==> config.mk <==
export PLATFORM = sky130hd
export DESIGN_NAME = versioned_timer_queue_core
export DESIGN_NICKNAME = d
export VERILOG_FILES = /design/src/rtl/vtq_pkg.sv /design/src/rtl/vtq_ctrl.sv /design/src/rtl/vtq_datapath.sv /design/src/rtl/versioned_timer_queue_core.sv
export SDC_FILE = /design/constraint.sdc
export NUM_CORES = 2
export LEC_CHECK = 0
export BUFFER_PORTS_ARGS = -buffer_cell sky130_fd_sc_hd__buf_2
export CAP_MARGIN = 5
export CORE_MARGIN = 10
export CORE_UTILIZATION = 66
export DETAILED_ROUTE_END_ITERATION = 12
export PLACE_DENSITY = 0.83
export SYNTH_ARGS = -nofsm -noshare
export SYNTH_HDL_FRONTEND = slang
export SYNTH_SLANG_ARGS = --single-unit
export TNS_END_PERCENT = 5
==> constraint.sdc <==
create_clock -name clock -period 15.1 [get_ports clock]
set_input_delay 2.265 -clock clock [delete_from_list [all_inputs] [get_ports clock]]
set_output_delay 2.265 -clock clock [all_outputs]
set_load 0.02 [all_outputs]
==> src/rtl/vtq_pkg.sv <==
`default_nettype none
// ----------------------------------------------------------------------------
// vtq_pkg
// Shared sizes, codes and controller/datapath interface types for the
// versioned timer queue.
// ----------------------------------------------------------------------------
package vtq_pkg;

   localparam int SLOTS  = 16;
   localparam int SLOT_W = $clog2(SLOTS);
   localparam int VER_W  = 16;
   localparam int TIME_W = 63;
   localparam int MODE_W = 2;
   localparam int STAT_W = 2;

   localparam logic [VER_W-1:0] VER_INIT = VER_W'(2);
   localparam logic [VER_W-1:0] VER_STEP = VER_W'(2);

   // request codes
   localparam logic [MODE_W-1:0] MODE_SCHEDULE = 2'd0;
   localparam logic [MODE_W-1:0] MODE_CANCEL   = 2'd1;
   localparam logic [MODE_W-1:0] MODE_TICK     = 2'd2;

   // result status codes
   localparam logic [STAT_W-1:0] STAT_OK    = 2'd0;
   localparam logic [STAT_W-1:0] STAT_FULL  = 2'd1;
   localparam logic [STAT_W-1:0] STAT_LATE  = 2'd2;
   localparam logic [STAT_W-1:0] STAT_STALE = 2'd3;

   typedef enum logic [2:0] {
      ST_IDLE,
      ST_SCAN,
      ST_SCAN_END,
      ST_SCHED,
      ST_CANCEL_RD,
      ST_CANCEL,
      ST_TICK_DECIDE,
      ST_TICK_VER
   } state_type;

   typedef enum logic [1:0] {
      VSEL_FREE,
      VSEL_BEST,
      VSEL_CANCEL
   } ver_sel_type;

   typedef enum logic [2:0] {
      EMIT_NONE,
      EMIT_SCHED,
      EMIT_FULL,
      EMIT_CANCEL,
      EMIT_FIRE_MORE,
      EMIT_FIRE_LAST,
      EMIT_TICK_NONE
   } emit_type;

   typedef struct packed {
      logic              latch;
      logic              rd_en;
      logic [SLOT_W-1:0] rd_addr;
      logic              ver_rd;
      ver_sel_type       ver_sel;
      logic              sched_commit;
      logic              cancel_commit;
      logic              fire_take;
      logic              pend_load;
      emit_type          emit;
   } cmd_type;

   typedef struct packed {
      logic full;
      logic best_valid;
      logic pend_valid;
   } stat_type;

endpackage
`default_nettype wire

==> src/rtl/vtq_ctrl.sv <==
`default_nettype none
// ----------------------------------------------------------------------------
// vtq_ctrl
// Sequencer: walks the slot table, drives datapath commands, tracks busy.
// ----------------------------------------------------------------------------
module vtq_ctrl
   import vtq_pkg::*;
(
   input  wire logic              clock,
   input  wire logic              reset,
   input  wire logic              start,
   input  wire logic [MODE_W-1:0] req_mode,
   input  wire stat_type          stat,
   output logic                   busy,
   output cmd_type                cmd
);

   state_type         state_ff, state_in;
   logic              tick_ff, tick_in;
   logic [SLOT_W-1:0] cnt_ff, cnt_in;
   logic              accept;

   assign busy   = (state_ff != ST_IDLE);
   assign accept = start && !busy;

   always_ff @(posedge clock) begin
      if (reset) begin
         state_ff <= ST_IDLE;
         tick_ff  <= 1'b0;
         cnt_ff   <= '0;
      end else begin
         state_ff <= state_in;
         tick_ff  <= tick_in;
         cnt_ff   <= cnt_in;
      end
   end

   // next state
   always_comb begin
      state_in = state_ff;
      tick_in  = tick_ff;
      cnt_in   = cnt_ff;
      case (state_ff)
         ST_IDLE: begin
            cnt_in = '0;
            if (accept) begin
               case (req_mode)
                  MODE_SCHEDULE: begin
                     state_in = ST_SCAN;
                     tick_in  = 1'b0;
                  end
                  MODE_TICK: begin
                     state_in = ST_SCAN;
                     tick_in  = 1'b1;
                  end
                  MODE_CANCEL: state_in = ST_CANCEL_RD;
                  default:     state_in = ST_IDLE;
               endcase
            end
         end
         ST_SCAN: begin
            cnt_in = cnt_ff + SLOT_W'(1);
            if (cnt_ff == SLOT_W'(SLOTS - 1)) begin
               cnt_in   = '0;
               state_in = ST_SCAN_END;
            end
         end
         ST_SCAN_END:    state_in = tick_ff ? ST_TICK_DECIDE : ST_SCHED;
         ST_SCHED:       state_in = ST_IDLE;
         ST_CANCEL_RD:   state_in = ST_CANCEL;
         ST_CANCEL:      state_in = ST_IDLE;
         ST_TICK_DECIDE: state_in = stat.best_valid ? ST_TICK_VER : ST_IDLE;
         ST_TICK_VER:    state_in = ST_SCAN;
         default:        state_in = ST_IDLE;
      endcase
   end

   // outputs
   always_comb begin
      cmd         = '0;
      cmd.ver_sel = VSEL_FREE;
      cmd.emit    = EMIT_NONE;
      cmd.latch   = accept;
      case (state_ff)
         ST_SCAN: begin
            cmd.rd_en   = 1'b1;
            cmd.rd_addr = cnt_ff;
         end
         ST_SCAN_END: begin
            cmd.ver_rd  = 1'b1;
            cmd.ver_sel = VSEL_FREE;
         end
         ST_SCHED: begin
            cmd.sched_commit = !stat.full;
            cmd.emit         = stat.full ? EMIT_FULL : EMIT_SCHED;
         end
         ST_CANCEL_RD: begin
            cmd.ver_rd  = 1'b1;
            cmd.ver_sel = VSEL_CANCEL;
         end
         ST_CANCEL: begin
            cmd.cancel_commit = 1'b1;
            cmd.emit          = EMIT_CANCEL;
         end
         ST_TICK_DECIDE: begin
            if (stat.best_valid) begin
               cmd.fire_take = 1'b1;
               cmd.ver_rd    = 1'b1;
               cmd.ver_sel   = VSEL_BEST;
               cmd.emit      = stat.pend_valid ? EMIT_FIRE_MORE : EMIT_NONE;
            end else begin
               cmd.emit      = stat.pend_valid ? EMIT_FIRE_LAST : EMIT_TICK_NONE;
            end
         end
         ST_TICK_VER: cmd.pend_load = 1'b1;
         default: ;
      endcase
   end

endmodule
`default_nettype wire

==> src/rtl/vtq_datapath.sv <==
`default_nettype none
// ----------------------------------------------------------------------------
// vtq_datapath
// Slot table storage, deadline scan compare, version update and result regs.
// ----------------------------------------------------------------------------
module vtq_datapath
   import vtq_pkg::*;
(
   input  wire logic              clock,
   input  wire logic              reset,
   input  wire cmd_type           cmd,
   input  wire logic [TIME_W-1:0] req_time_us,
   input  wire logic [SLOT_W-1:0] req_cancel_slot,
   input  wire logic [VER_W-1:0]  req_cancel_version,
   output stat_type               stat,
   output logic                   rsp_valid,
   output logic [SLOT_W-1:0]      rsp_out_slot,
   output logic [VER_W-1:0]       rsp_out_version,
   output logic                   rsp_earlier,
   output logic [STAT_W-1:0]      rsp_status,
   output logic                   rsp_fired,
   output logic                   rsp_last
);

   // storage
   logic [TIME_W-1:0] dl_mem [SLOTS];
   logic [VER_W-1:0]  ver_mem [SLOTS];
   logic [SLOTS-1:0]  busy_ff, fired_ff, ver_wr_ff;

   // latched request
   logic [TIME_W-1:0] t_ff;
   logic [SLOT_W-1:0] cs_ff;
   logic [VER_W-1:0]  cv_ff;

   // scan pipeline
   logic [TIME_W-1:0] dl_rd_ff;
   logic              chk_valid_ff;
   logic [SLOT_W-1:0] chk_idx_ff;
   logic              best_valid_ff;
   logic [SLOT_W-1:0] best_idx_ff;
   logic [TIME_W-1:0] best_dl_ff;
   logic              earlier_ff;

   // version read
   logic [VER_W-1:0]  ver_rd_ff;
   logic              ver_wr_rd_ff;
   logic [SLOT_W-1:0] ver_addr;
   logic [VER_W-1:0]  ver_cur, ver_next;

   // pending fired timer
   logic              pend_valid_ff;
   logic [SLOT_W-1:0] pend_slot_ff;
   logic [VER_W-1:0]  pend_ver_ff;

   logic              rsp_valid_ff;
   logic [SLOT_W-1:0] rsp_slot_ff, rsp_slot_in;
   logic [VER_W-1:0]  rsp_ver_ff, rsp_ver_in;
   logic              rsp_earlier_ff, rsp_fired_ff, rsp_last_ff;
   logic              rsp_earlier_in, rsp_fired_in, rsp_last_in;
   logic [STAT_W-1:0] rsp_status_ff, rsp_status_in;

   logic [SLOT_W-1:0] free_idx;
   logic              full;
   logic              due, better, scan_clear;
   logic              cv_match;
   logic [STAT_W-1:0] cancel_stat;

   // lowest free slot
   always_comb begin
      free_idx = '0;
      full     = 1'b1;
      for (int i = SLOTS - 1; i >= 0; i--) begin
         if (!busy_ff[i]) begin
            free_idx = SLOT_W'(i);
            full     = 1'b0;
         end
      end
   end

   assign due        = chk_valid_ff && busy_ff[chk_idx_ff] && (dl_rd_ff <= t_ff);
   assign better     = !best_valid_ff || (dl_rd_ff < best_dl_ff);
   assign scan_clear = cmd.latch || cmd.pend_load;

   always_comb begin
      case (cmd.ver_sel)
         VSEL_FREE:   ver_addr = free_idx;
         VSEL_BEST:   ver_addr = best_idx_ff;
         VSEL_CANCEL: ver_addr = cs_ff;
         default:     ver_addr = free_idx;
      endcase
   end

   assign ver_cur  = ver_wr_rd_ff ? ver_rd_ff : VER_INIT;
   assign ver_next = ((ver_cur + VER_STEP) == '0) ? VER_INIT : (ver_cur + VER_STEP);
   assign cv_match = (ver_cur == cv_ff);

   always_comb begin
      cancel_stat = STAT_STALE;
      if (cv_match && busy_ff[cs_ff]) begin
         cancel_stat = STAT_OK;
      end else if (cv_match && fired_ff[cs_ff]) begin
         cancel_stat = STAT_LATE;
      end
   end

   // memories
   always_ff @(posedge clock) begin
      if (cmd.sched_commit) begin
         dl_mem[free_idx]  <= t_ff;
         ver_mem[free_idx] <= ver_next;
      end
      dl_rd_ff <= dl_mem[cmd.rd_addr];
      if (cmd.ver_rd) begin
         ver_rd_ff <= ver_mem[ver_addr];
      end
   end

   // slot flags
   always_ff @(posedge clock) begin
      if (reset) begin
         busy_ff   <= '0;
         fired_ff  <= '0;
         ver_wr_ff <= '0;
      end else begin
         if (cmd.sched_commit) begin
            busy_ff[free_idx]   <= 1'b1;
            fired_ff[free_idx]  <= 1'b0;
            ver_wr_ff[free_idx] <= 1'b1;
         end
         if (cmd.cancel_commit && cancel_stat == STAT_OK) begin
            busy_ff[cs_ff] <= 1'b0;
         end
         if (cmd.fire_take) begin
            busy_ff[best_idx_ff]  <= 1'b0;
            fired_ff[best_idx_ff] <= 1'b1;
         end
      end
   end

   // request capture, read-side registers
   always_ff @(posedge clock) begin
      if (cmd.latch) begin
         t_ff  <= req_time_us;
         cs_ff <= req_cancel_slot;
         cv_ff <= req_cancel_version;
      end
      chk_idx_ff <= cmd.rd_addr;
      if (cmd.ver_rd) begin
         ver_wr_rd_ff <= ver_wr_ff[ver_addr];
      end
      if (cmd.fire_take) begin
         pend_slot_ff <= best_idx_ff;
      end
      if (cmd.pend_load) begin
         pend_ver_ff <= ver_cur;
      end
   end

   // scan state
   always_ff @(posedge clock) begin
      if (reset) begin
         chk_valid_ff  <= 1'b0;
         best_valid_ff <= 1'b0;
         earlier_ff    <= 1'b1;
         pend_valid_ff <= 1'b0;
      end else begin
         chk_valid_ff <= cmd.rd_en;
         if (scan_clear) begin
            best_valid_ff <= 1'b0;
            earlier_ff    <= 1'b1;
         end else if (due) begin
            earlier_ff <= 1'b0;
            if (better) begin
               best_valid_ff <= 1'b1;
            end
         end
         if (cmd.latch) begin
            pend_valid_ff <= 1'b0;
         end else if (cmd.pend_load) begin
            pend_valid_ff <= 1'b1;
         end
      end
   end

   always_ff @(posedge clock) begin
      if (due && better) begin
         best_idx_ff <= chk_idx_ff;
         best_dl_ff  <= dl_rd_ff;
      end
   end

   // result registers
   always_ff @(posedge clock) begin
      if (reset) begin
         rsp_valid_ff <= 1'b0;
      end else begin
         rsp_valid_ff <= (cmd.emit != EMIT_NONE);
      end
   end

   always_comb begin
      rsp_slot_in    = '0;
      rsp_ver_in     = '0;
      rsp_earlier_in = 1'b0;
      rsp_status_in  = STAT_OK;
      rsp_fired_in   = 1'b0;
      rsp_last_in    = 1'b1;
      case (cmd.emit)
         EMIT_SCHED: begin
            rsp_slot_in    = free_idx;
            rsp_ver_in     = ver_next;
            rsp_earlier_in = earlier_ff;
         end
         EMIT_FULL: rsp_status_in = STAT_FULL;
         EMIT_CANCEL: begin
            rsp_slot_in   = cs_ff;
            rsp_ver_in    = cv_ff;
            rsp_status_in = cancel_stat;
         end
         EMIT_FIRE_MORE, EMIT_FIRE_LAST: begin
            rsp_slot_in  = pend_slot_ff;
            rsp_ver_in   = pend_ver_ff;
            rsp_fired_in = 1'b1;
            rsp_last_in  = (cmd.emit == EMIT_FIRE_LAST);
         end
         default: ;
      endcase
   end

   always_ff @(posedge clock) begin
      rsp_slot_ff    <= rsp_slot_in;
      rsp_ver_ff     <= rsp_ver_in;
      rsp_earlier_ff <= rsp_earlier_in;
      rsp_status_ff  <= rsp_status_in;
      rsp_fired_ff   <= rsp_fired_in;
      rsp_last_ff    <= rsp_last_in;
   end

   assign stat.full       = full;
   assign stat.best_valid = best_valid_ff;
   assign stat.pend_valid = pend_valid_ff;

   assign rsp_valid       = rsp_valid_ff;
   assign rsp_out_slot    = rsp_slot_ff;
   assign rsp_out_version = rsp_ver_ff;
   assign rsp_earlier     = rsp_earlier_ff;
   assign rsp_status      = rsp_status_ff;
   assign rsp_fired       = rsp_fired_ff;
   assign rsp_last        = rsp_last_ff;

endmodule
`default_nettype wire

==> src/rtl/versioned_timer_queue_core.sv <==
`default_nettype none
// ----------------------------------------------------------------------------
// versioned_timer_queue_core
// Table of timer slots with versioned handles: schedule, cancel and tick
// (fire all due timers, earliest deadline first, ties to the lowest slot).
//
//   channel   | handshake          | payload
//   ----------+--------------------+-------------------------------------------
//   request   | start, busy        | req_mode, req_time_us, req_cancel_slot,
//             |                    | req_cancel_version
//   result    | rsp_valid (strobe) | rsp_out_slot, rsp_out_version, rsp_earlier,
//             |                    | rsp_status, rsp_fired, rsp_last
//
// A request is taken on a clock edge with start high and busy low; one
// request is handled at a time. Each scan reads the deadline memory one slot
// per cycle over the whole table.
//   schedule : one scan, then a version read and update, then the result
//   cancel   : a version read, then the result
//   tick     : one scan per fired timer plus one final empty scan;
//              each fired timer is reported after the following scan
// Results appear on a one-cycle strobe and cannot be stalled. Reset is
// synchronous: all slots free, not fired, versions back to their initial value.
// ----------------------------------------------------------------------------
module versioned_timer_queue_core
   import vtq_pkg::*;
(
   input  wire logic              clock,
   input  wire logic              reset,
   // request
   input  wire logic              start,
   output logic                   busy,
   input  wire logic [MODE_W-1:0] req_mode,
   input  wire logic [TIME_W-1:0] req_time_us,
   input  wire logic [SLOT_W-1:0] req_cancel_slot,
   input  wire logic [VER_W-1:0]  req_cancel_version,
   // result
   output logic                   rsp_valid,
   output logic [SLOT_W-1:0]      rsp_out_slot,
   output logic [VER_W-1:0]       rsp_out_version,
   output logic                   rsp_earlier,
   output logic [STAT_W-1:0]      rsp_status,
   output logic                   rsp_fired,
   output logic                   rsp_last
);

   // command and status between the sequencer and the slot datapath
   cmd_type  cmd;
   stat_type stat;

   // sequencer: scan counter and per-request flow
   vtq_ctrl u_ctrl (
      .clock    (clock),
      .reset    (reset),
      .start    (start),
      .req_mode (req_mode),
      .stat     (stat),
      .busy     (busy),
      .cmd      (cmd)
   );

   // slot table, compare logic and result registers
   vtq_datapath u_datapath (
      .clock              (clock),
      .reset              (reset),
      .cmd                (cmd),
      .req_time_us        (req_time_us),
      .req_cancel_slot    (req_cancel_slot),
      .req_cancel_version (req_cancel_version),
      .stat               (stat),
      .rsp_valid          (rsp_valid),
      .rsp_out_slot       (rsp_out_slot),
      .rsp_out_version    (rsp_out_version),
      .rsp_earlier        (rsp_earlier),
      .rsp_status         (rsp_status),
      .rsp_fired          (rsp_fired),
      .rsp_last           (rsp_last)
   );

endmodule
`default_nettype wire
# ---- Word level (Yosys, flattened, before mapping)
# Memories as Yosys holds them, arrays and structs flattened. A register that Yosys moved wholly into a read port is not among the register bits.
# Cells that the tools add are included.
dict set report totals {
  reg_bits 261
  n_memories 2
  wordCells 187
  ramBits 1264
}
dict set report classes {
  n_lt_le_gt_ge 10
  addsub 2
  eq_ne 20
  reduce_logical 31
  bitwise_logic 9
  mux 87
}
# name words width read_ports rd_ports_with_merged_regs wr line_no
set mem_list {}
lappend mem_list {u_datapath.dl_mem 16 63 1 1 1 vtq_datapath.sv:26} ;# logic [TIME_W-1:0] dl_mem [SLOTS];
lappend mem_list {u_datapath.ver_mem 16 16 1 1 1 vtq_datapath.sv:27} ;# logic [VER_W-1:0] ver_mem [SLOTS];
# cell n
set ops {}
lappend ops {{$mux W16} 10}
lappend ops {{$mux W4} 17}
lappend ops {{$le A63 B63 Y1} 1}
lappend ops {{$lt A63 B63 Y1} 1}
lappend ops {{$and A16 B16 Y16} 3}
lappend ops {{$not A16 Y16} 3}
lappend ops {{$or A16 B16 Y16} 3}
lappend ops {{$pmux W16 S3} 1}
lappend ops {{$mux W1} 32}
lappend ops {{$lt A4 B5 Y1 const B} 5}
lappend ops {{$mux W3} 7}
lappend ops {{$pmux W3 S7} 1}
lappend ops {{$eq A3 B3 Y1 const B} 6}
lappend ops {{$pmux W3 S3} 2}
lappend ops {{$add A16 B2 Y16 const B} 1}
lappend ops {{$bmux W1 S4} 4}
lappend ops {{$eq A16 B16 Y1} 1}
lappend ops {{$logic_not A16 Y1} 1}
lappend ops {{$pmux W4 S2} 2}
lappend ops {{$demux W1 S4} 3}
lappend ops {{$eq A3 B2 Y1 const B} 4}
lappend ops {{$ge A4 B1 Y1 const B} 3}
lappend ops {{$pmux W4 S3} 1}
lappend ops {{$logic_and A1 B1 Y1} 10}
lappend ops {{other kinds (20)} 37}

# ---- Depth between registers and ports, before layout
dict set report logic_depth {
  ltp_word 28
  ltp_mapped 15
  depth_no_buf 12
}

# ---- Modules after synthesis
# From an unflattened synthesis, not the netlist that was laid out.
dict set report unflattened {
  hier_cells 3619
  hier_area_um2 65207.5
}
# mod cells_each instances area_per_inst_um2
set by_module_without_submodules {}
lappend by_module_without_submodules {vtq_datapath 3539 1 64624.5}
lappend by_module_without_submodules {vtq_ctrl 80 1 583.1}

# ---- Worst setup path before layout
# OpenSTA, ideal clock, no wires.
dict set report synth_timing {
  path_kind {reg-to-reg}
  start {reg u_datapath.t_ff[32]}
  end {reg u_datapath.best_dl_ff[0], enable pin}
  n_path_buf 0
  t_required_ps 14443
  slack_ps 5874
  stages_incl_launch_ff 11
  synth_period_minus_slack_ps 9226
  t_arrival_ps 8569
  setup_ps 657
  path_cell_list {edfxtp_1 > inv_1 > ha_1 > a21oi_1 > a2bb2oi_1 > a21oi_1 > o2111a_1 > or3_1 > a211oi_1 > o211ai_1 > nor4_1}
}
dict set report synth_via {
  elab_chain_cells 3
}
# element line_no
set synth_rtl {}
lappend synth_rtl {{start, declared} vtq_datapath.sv:31} ;# logic [TIME_W-1:0] t_ff;
lappend synth_rtl {{start signal, assigned} vtq_datapath.sv:143} ;# t_ff <= req_time_us;
lappend synth_rtl {{$le A63 B63 Y1} vtq_datapath.sv:80} ;# assign due = chk_valid_ff && busy_ff[chk_idx_ff] && (dl_rd_ff <= t_ff);
lappend synth_rtl {{$logic_and A1 B1 Y1} vtq_datapath.sv:80}
lappend synth_rtl {{$logic_and A1 B1 Y1} vtq_datapath.sv:186} ;# if (due && better) begin
lappend synth_rtl {{end signal, assigned} vtq_datapath.sv:188} ;# best_dl_ff <= dl_rd_ff;
lappend synth_rtl {{end, declared} vtq_datapath.sv:41} ;# logic [TIME_W-1:0] best_dl_ff;
# Every way passes these cells.
# A chain may end at the register's enable or synchronous reset.

# ---- Final worst setup path
dict set report layout_timing {
  start {reg u_ctrl.state_ff[1]}
  end {reg u_datapath.dl_rd_ff[32] (read register of u_datapath.dl_mem)}
}
dict set report layout_via {
  elab_chain_cells 2
}
# element line_no
set layout_rtl {}
lappend layout_rtl {{start, declared} vtq_ctrl.sv:18} ;# state_type state_ff, state_in;
lappend layout_rtl {{start signal, assigned} vtq_ctrl.sv:32} ;# state_ff <= state_in;
lappend layout_rtl {{$eq A3 B1 Y1} vtq_ctrl.sv:84} ;# case (state_ff)
lappend layout_rtl {{$mux W5} vtq_ctrl.sv:84}
lappend layout_rtl {{end, declared} vtq_datapath.sv:36} ;# logic [TIME_W-1:0] dl_rd_ff;
# Every way passes these cells.

==> flow_summary.rst <==
.. list-table::
   :header-rows: 1

   * - Metric
     - Value
   * - Non-Filler Instances
     - 7,013
   * - Fraction of power consumed by the clock network
     - 0.396
   * - Crit-path slowest cell
     - sky130_fd_sc_hd__buf_4
   * - Detailed-routed wire length on met2
     - 85,600 um
   * - Number of standard cells after synthesis
     - 5,555
   * - IO buf count
     - 114
   * - Number of hold buffers added after CTS
     - 0
   * - Overall via count from detail_route
     - 48,500
   * - Post-synth top area cell
     - sky130_fd_sc_hd__edfxtp_1
   * - Worst-Skew Late Latency
     - 0.79 ns
   * - Register bit total from synthesis
     - 1,604
   * - Seq/Total Area, Yosys
     - 0.682
   * - X dimension of the die
     - 342 um
   * - Placed insts
     - 6,728
   * - Post-Syn Area
     - 0.0683 mm2
   * - Antenna-violating nets left
     - 0
   * - Top cell by count, worst path
     - sky130_fd_sc_hd__buf_4
   * - Critical path class
     - reg2reg
   * - Transition time at the pin with the least slew margin
     - 1.25 ns
   * - Maximum number of buffers from clock root to sink
     - 3
   * - Number of nets in the finished design
     - 5,736
   * - Critical path peak fanout
     - 83
   * - Worst-path cell chain
     - nor2_1 > nand3_4 > buf_4 > buf_4 > buf_4 > buf_4 > nand2_1 > and3_1 > a311oi_1 > a31oi_1 > a21oi_1
   * - Worst path buffer plus inverter count
     - 4
   * - Peak VDD IR
     - 163 uV
   * - Run status
     - complete, no violations
   * - Number of global-route vias before repair
     - 47,200
   * - Post-CTS setup-driven buffer insertion count
     - 0
   * - Wire length of the first global-routing pass
     - 270,000 um
   * - Reg power frac
     - 0.541
   * - Number of buffers added by the clock tree synthesis step
     - 157
   * - Root Driver
     - sky130_fd_sc_hd__clkbuf_16
   * - Yosys cell types
     - 76
   * - H-tree depth
     - 4
   * - Aggregate routed wire length
     - 179,000 um
   * - GRT Util Overall
     - 0.297
   * - Cells resized by post-CTS repair
     - 0
   * - Synth-to-Final Area Change
     - 9.66%
   * - Syn. warnings
     - 0
   * - Final worst path period share
     - 0.395
   * - Instance count along the most critical hold path
     - 0
   * - Power density over cell area
     - 130 mW/mm2
   * - Placeable core area
     - 0.102 mm2
   * - Routability Congestion
     - 0.898
   * - Met3 Routed Length
     - 21,800 um
   * - Class of the most critical hold timing path
     - reg2reg
   * - Int Pwr
     - 7.47 mW
   * - Kind of cell adding the most delay to the critical path
     - buffers and inverters
   * - Synthesized net count
     - 5,772
   * - Max transition margin
     - 0.165
   * - Worst-path clk slew
     - 0.06 ns
   * - Unrepaired setup endpoints after global routing
     - false
   * - Std-Cell Rows
     - 117
   * - Max-cap check violation count
     - 0
   * - WP depth
     - 11
   * - Detailed-routing iteration count for the pre-antenna-repair pass
     - 9
   * - Average wire per standard cell
     - 25.5 um
   * - Die Span Y
     - 342 um
   * - Final critical path time including I/O delays and setup
     - 5.96 ns
   * - Share of the synthesized area in the top cell type
     - 0.638
   * - Category of the worst setup path launch point
     - flip-flop
   * - Antenna diode instance count
     - 0
   * - Leftover overflow at the end of global routing
     - 0
   * - Number of cells on the worst reg-to-reg path
     - 11
   * - Maximum number of pins on one net before global-route repair
     - 184
   * - Number of antenna violations at the first check in global routing
     - 2
   * - F_max
     - 168 MHz
   * - Maximum single-stage delay on the critical path
     - 0.87 ns
   * - Area of the die
     - 0.117 mm2
   * - Max Slew Vio Count
     - 0
   * - Starting density of the core
     - 0.668
   * - Top cell types by occurrence after synthesis
     - 1,451 x sky130_fd_sc_hd__edfxtp_1, 1,367 x sky130_fd_sc_hd__nand2_1, 311 x sky130_fd_sc_hd__clkbuf_1
   * - Ratio of cells with drive above 1 in the final layout
     - 0.0879
   * - Most common cell in the synthesized netlist
     - sky130_fd_sc_hd__edfxtp_1
   * - Crit end category
     - flip-flop
   * - Clock tree from TritonCTS
     - built
   * - Hold_ws
     - 0.458 ns
   * - Power share of the combinational group
     - 0.062
   * - Clock skew
     - 0.0382 ns
   * - Setup_tns
     - 0 ns
   * - Switching power share of the total
     - 0.231
   * - LEAKAGE
     - 26.6 nW
   * - Final Setup Violations
     - 0
   * - Top cells by area, synth
     - sky130_fd_sc_hd__edfxtp_1 64%, sky130_fd_sc_hd__nand2_1 7.5%, sky130_fd_sc_hd__dfxtp_1 4.5%
   * - Number of synthesized flops with an enable pin
     - 1,451
   * - Total DRC errors in the routed layout
     - 0
   * - Post-detailed-placement half-perimeter wirelength
     - 93,000 um
   * - Most instantiated flip-flop cell in the synthesis netlist
     - sky130_fd_sc_hd__edfxtp_1
   * - Required time at the endpoint of the critical path
     - 15.80 ns
   * - Count of routing violations after the opening detailed-route iteration
     - 6,878
   * - Final hold vios
     - 0
   * - Asr flop ratio synth
     - 0
   * - Highest routed metal layer
     - met5
   * - Arrival @ worst endpoint
     - 6.66 ns
   * - I/O pins
     - 115
   * - Syn_area_per_cell
     - 12.3 um2
   * - Clock tree sinks
     - 1,604
   * - Switching component of the power
     - 2.24 mW
   * - WL met1
     - 64,100 um
   * - Via/cell ratio
     - 6.92
-- metal layers --
layer / track usage / up-vias
li1: - / 20800
met1: 0.382 / 23500
met2: 0.480 / 3570
met3: 0.0615 / 612
met4: 0.146 / 2
met5: 0 / -
-- power groups by stage --
stage	Combinational, mW	Sequential, mW	Clock, mW
6_report	0.606	5.26	3.84
5_1_grt	0.657	5.27	4.03
4_1_cts	0.596	5.25	3.86
3_5_place_dp	0.587	5.34	0
3_3_place_gp	0.562	5.33	0
2_1_floorplan	0.406	5.26	0
-- area by class of cell --
class / count / area, um2
flip-flops and latches: 1604 / 46600
fillers: 6060 / 27400
multi-input cells: 3393 / 19700
clock buffers: 212 / 4290
well taps: 1368 / 1710
repair buffers: 190 / 1150
clock inverters: 73 / 772
inverters: 173 / 674
-- per-stage QoR --
step	setup WS (ns)	area (um2)	utilization	total power, mW
floorplan	5.87	68300	-	5.67
global placement	9.60	69900	0.683	5.89
detailed placement	9.42	69900	0.683	5.93
CTS	9.32	74900	0.732	9.71
global route	8.81	74900	0.732	9.96
finish	9.14	74900	0.732	9.71
-- placed cells by master (no fill, tap or decap), types with 54 or more instances in the layout --
master,count
sky130_fd_sc_hd__edfxtp_1,1451
sky130_fd_sc_hd__nand2_1,1366
sky130_fd_sc_hd__nand3_1,274
sky130_fd_sc_hd__a311oi_1,214
sky130_fd_sc_hd__a21oi_1,178
sky130_fd_sc_hd__inv_1,166
sky130_fd_sc_hd__clkbuf_16,158
sky130_fd_sc_hd__and3_1,154
sky130_fd_sc_hd__dfxtp_1,153
sky130_fd_sc_hd__a31oi_1,144
sky130_fd_sc_hd__ha_1,128
sky130_fd_sc_hd__nor2_1,116
sky130_fd_sc_hd__a221oi_1,114
sky130_fd_sc_hd__buf_2,114
sky130_fd_sc_hd__a211oi_1,109
sky130_fd_sc_hd__o21ai_0,90
sky130_fd_sc_hd__buf_4,75
sky130_fd_sc_hd__nor3_1,62
sky130_fd_sc_hd__a22oi_1,54
-- flip-flops by register name, indices dropped and copies added, names as in the netlist, 63 cells and up --
register	flops
u_datapath.t_ff	63
u_datapath.dl_rd_ff	63
u_datapath.ver_mem	256
u_datapath.best_dl_ff	63
u_datapath.dl_mem	1008
-- path summary, 6_finish.rpt --
path | endpoint | slack, ns | from
worst max-delay path | u_datapath.dl_rd_ff[32] | 9.14 | u_ctrl.state_ff[1]
worst min-delay path | u_datapath.best_idx_ff[3] | 0.46 | u_datapath.chk_idx_ff[3]
worst max register to register | u_datapath.dl_rd_ff[32] | 9.14 | u_ctrl.state_ff[1]
worst min register to register | u_datapath.best_idx_ff[3] | 0.46 | u_datapath.chk_idx_ff[3]
-- logic make-up (layout without fill, tap and decap cells) --
family	after synthesis	after routing	share of synthesized area
muxes	41	41	0.00894
adders and majority gates	129	129	0.0236
and+or+nand+nor	2099	2099	0.132
buffers and inverters	558	648	0.0323
DFF	1604	1604	0.682
AOI/OAI and AO/OA	1104	1104	0.118
xor gates and xnor gates	20	20	0.00256
No activity file was read; power rests on OpenSTA's default activity.
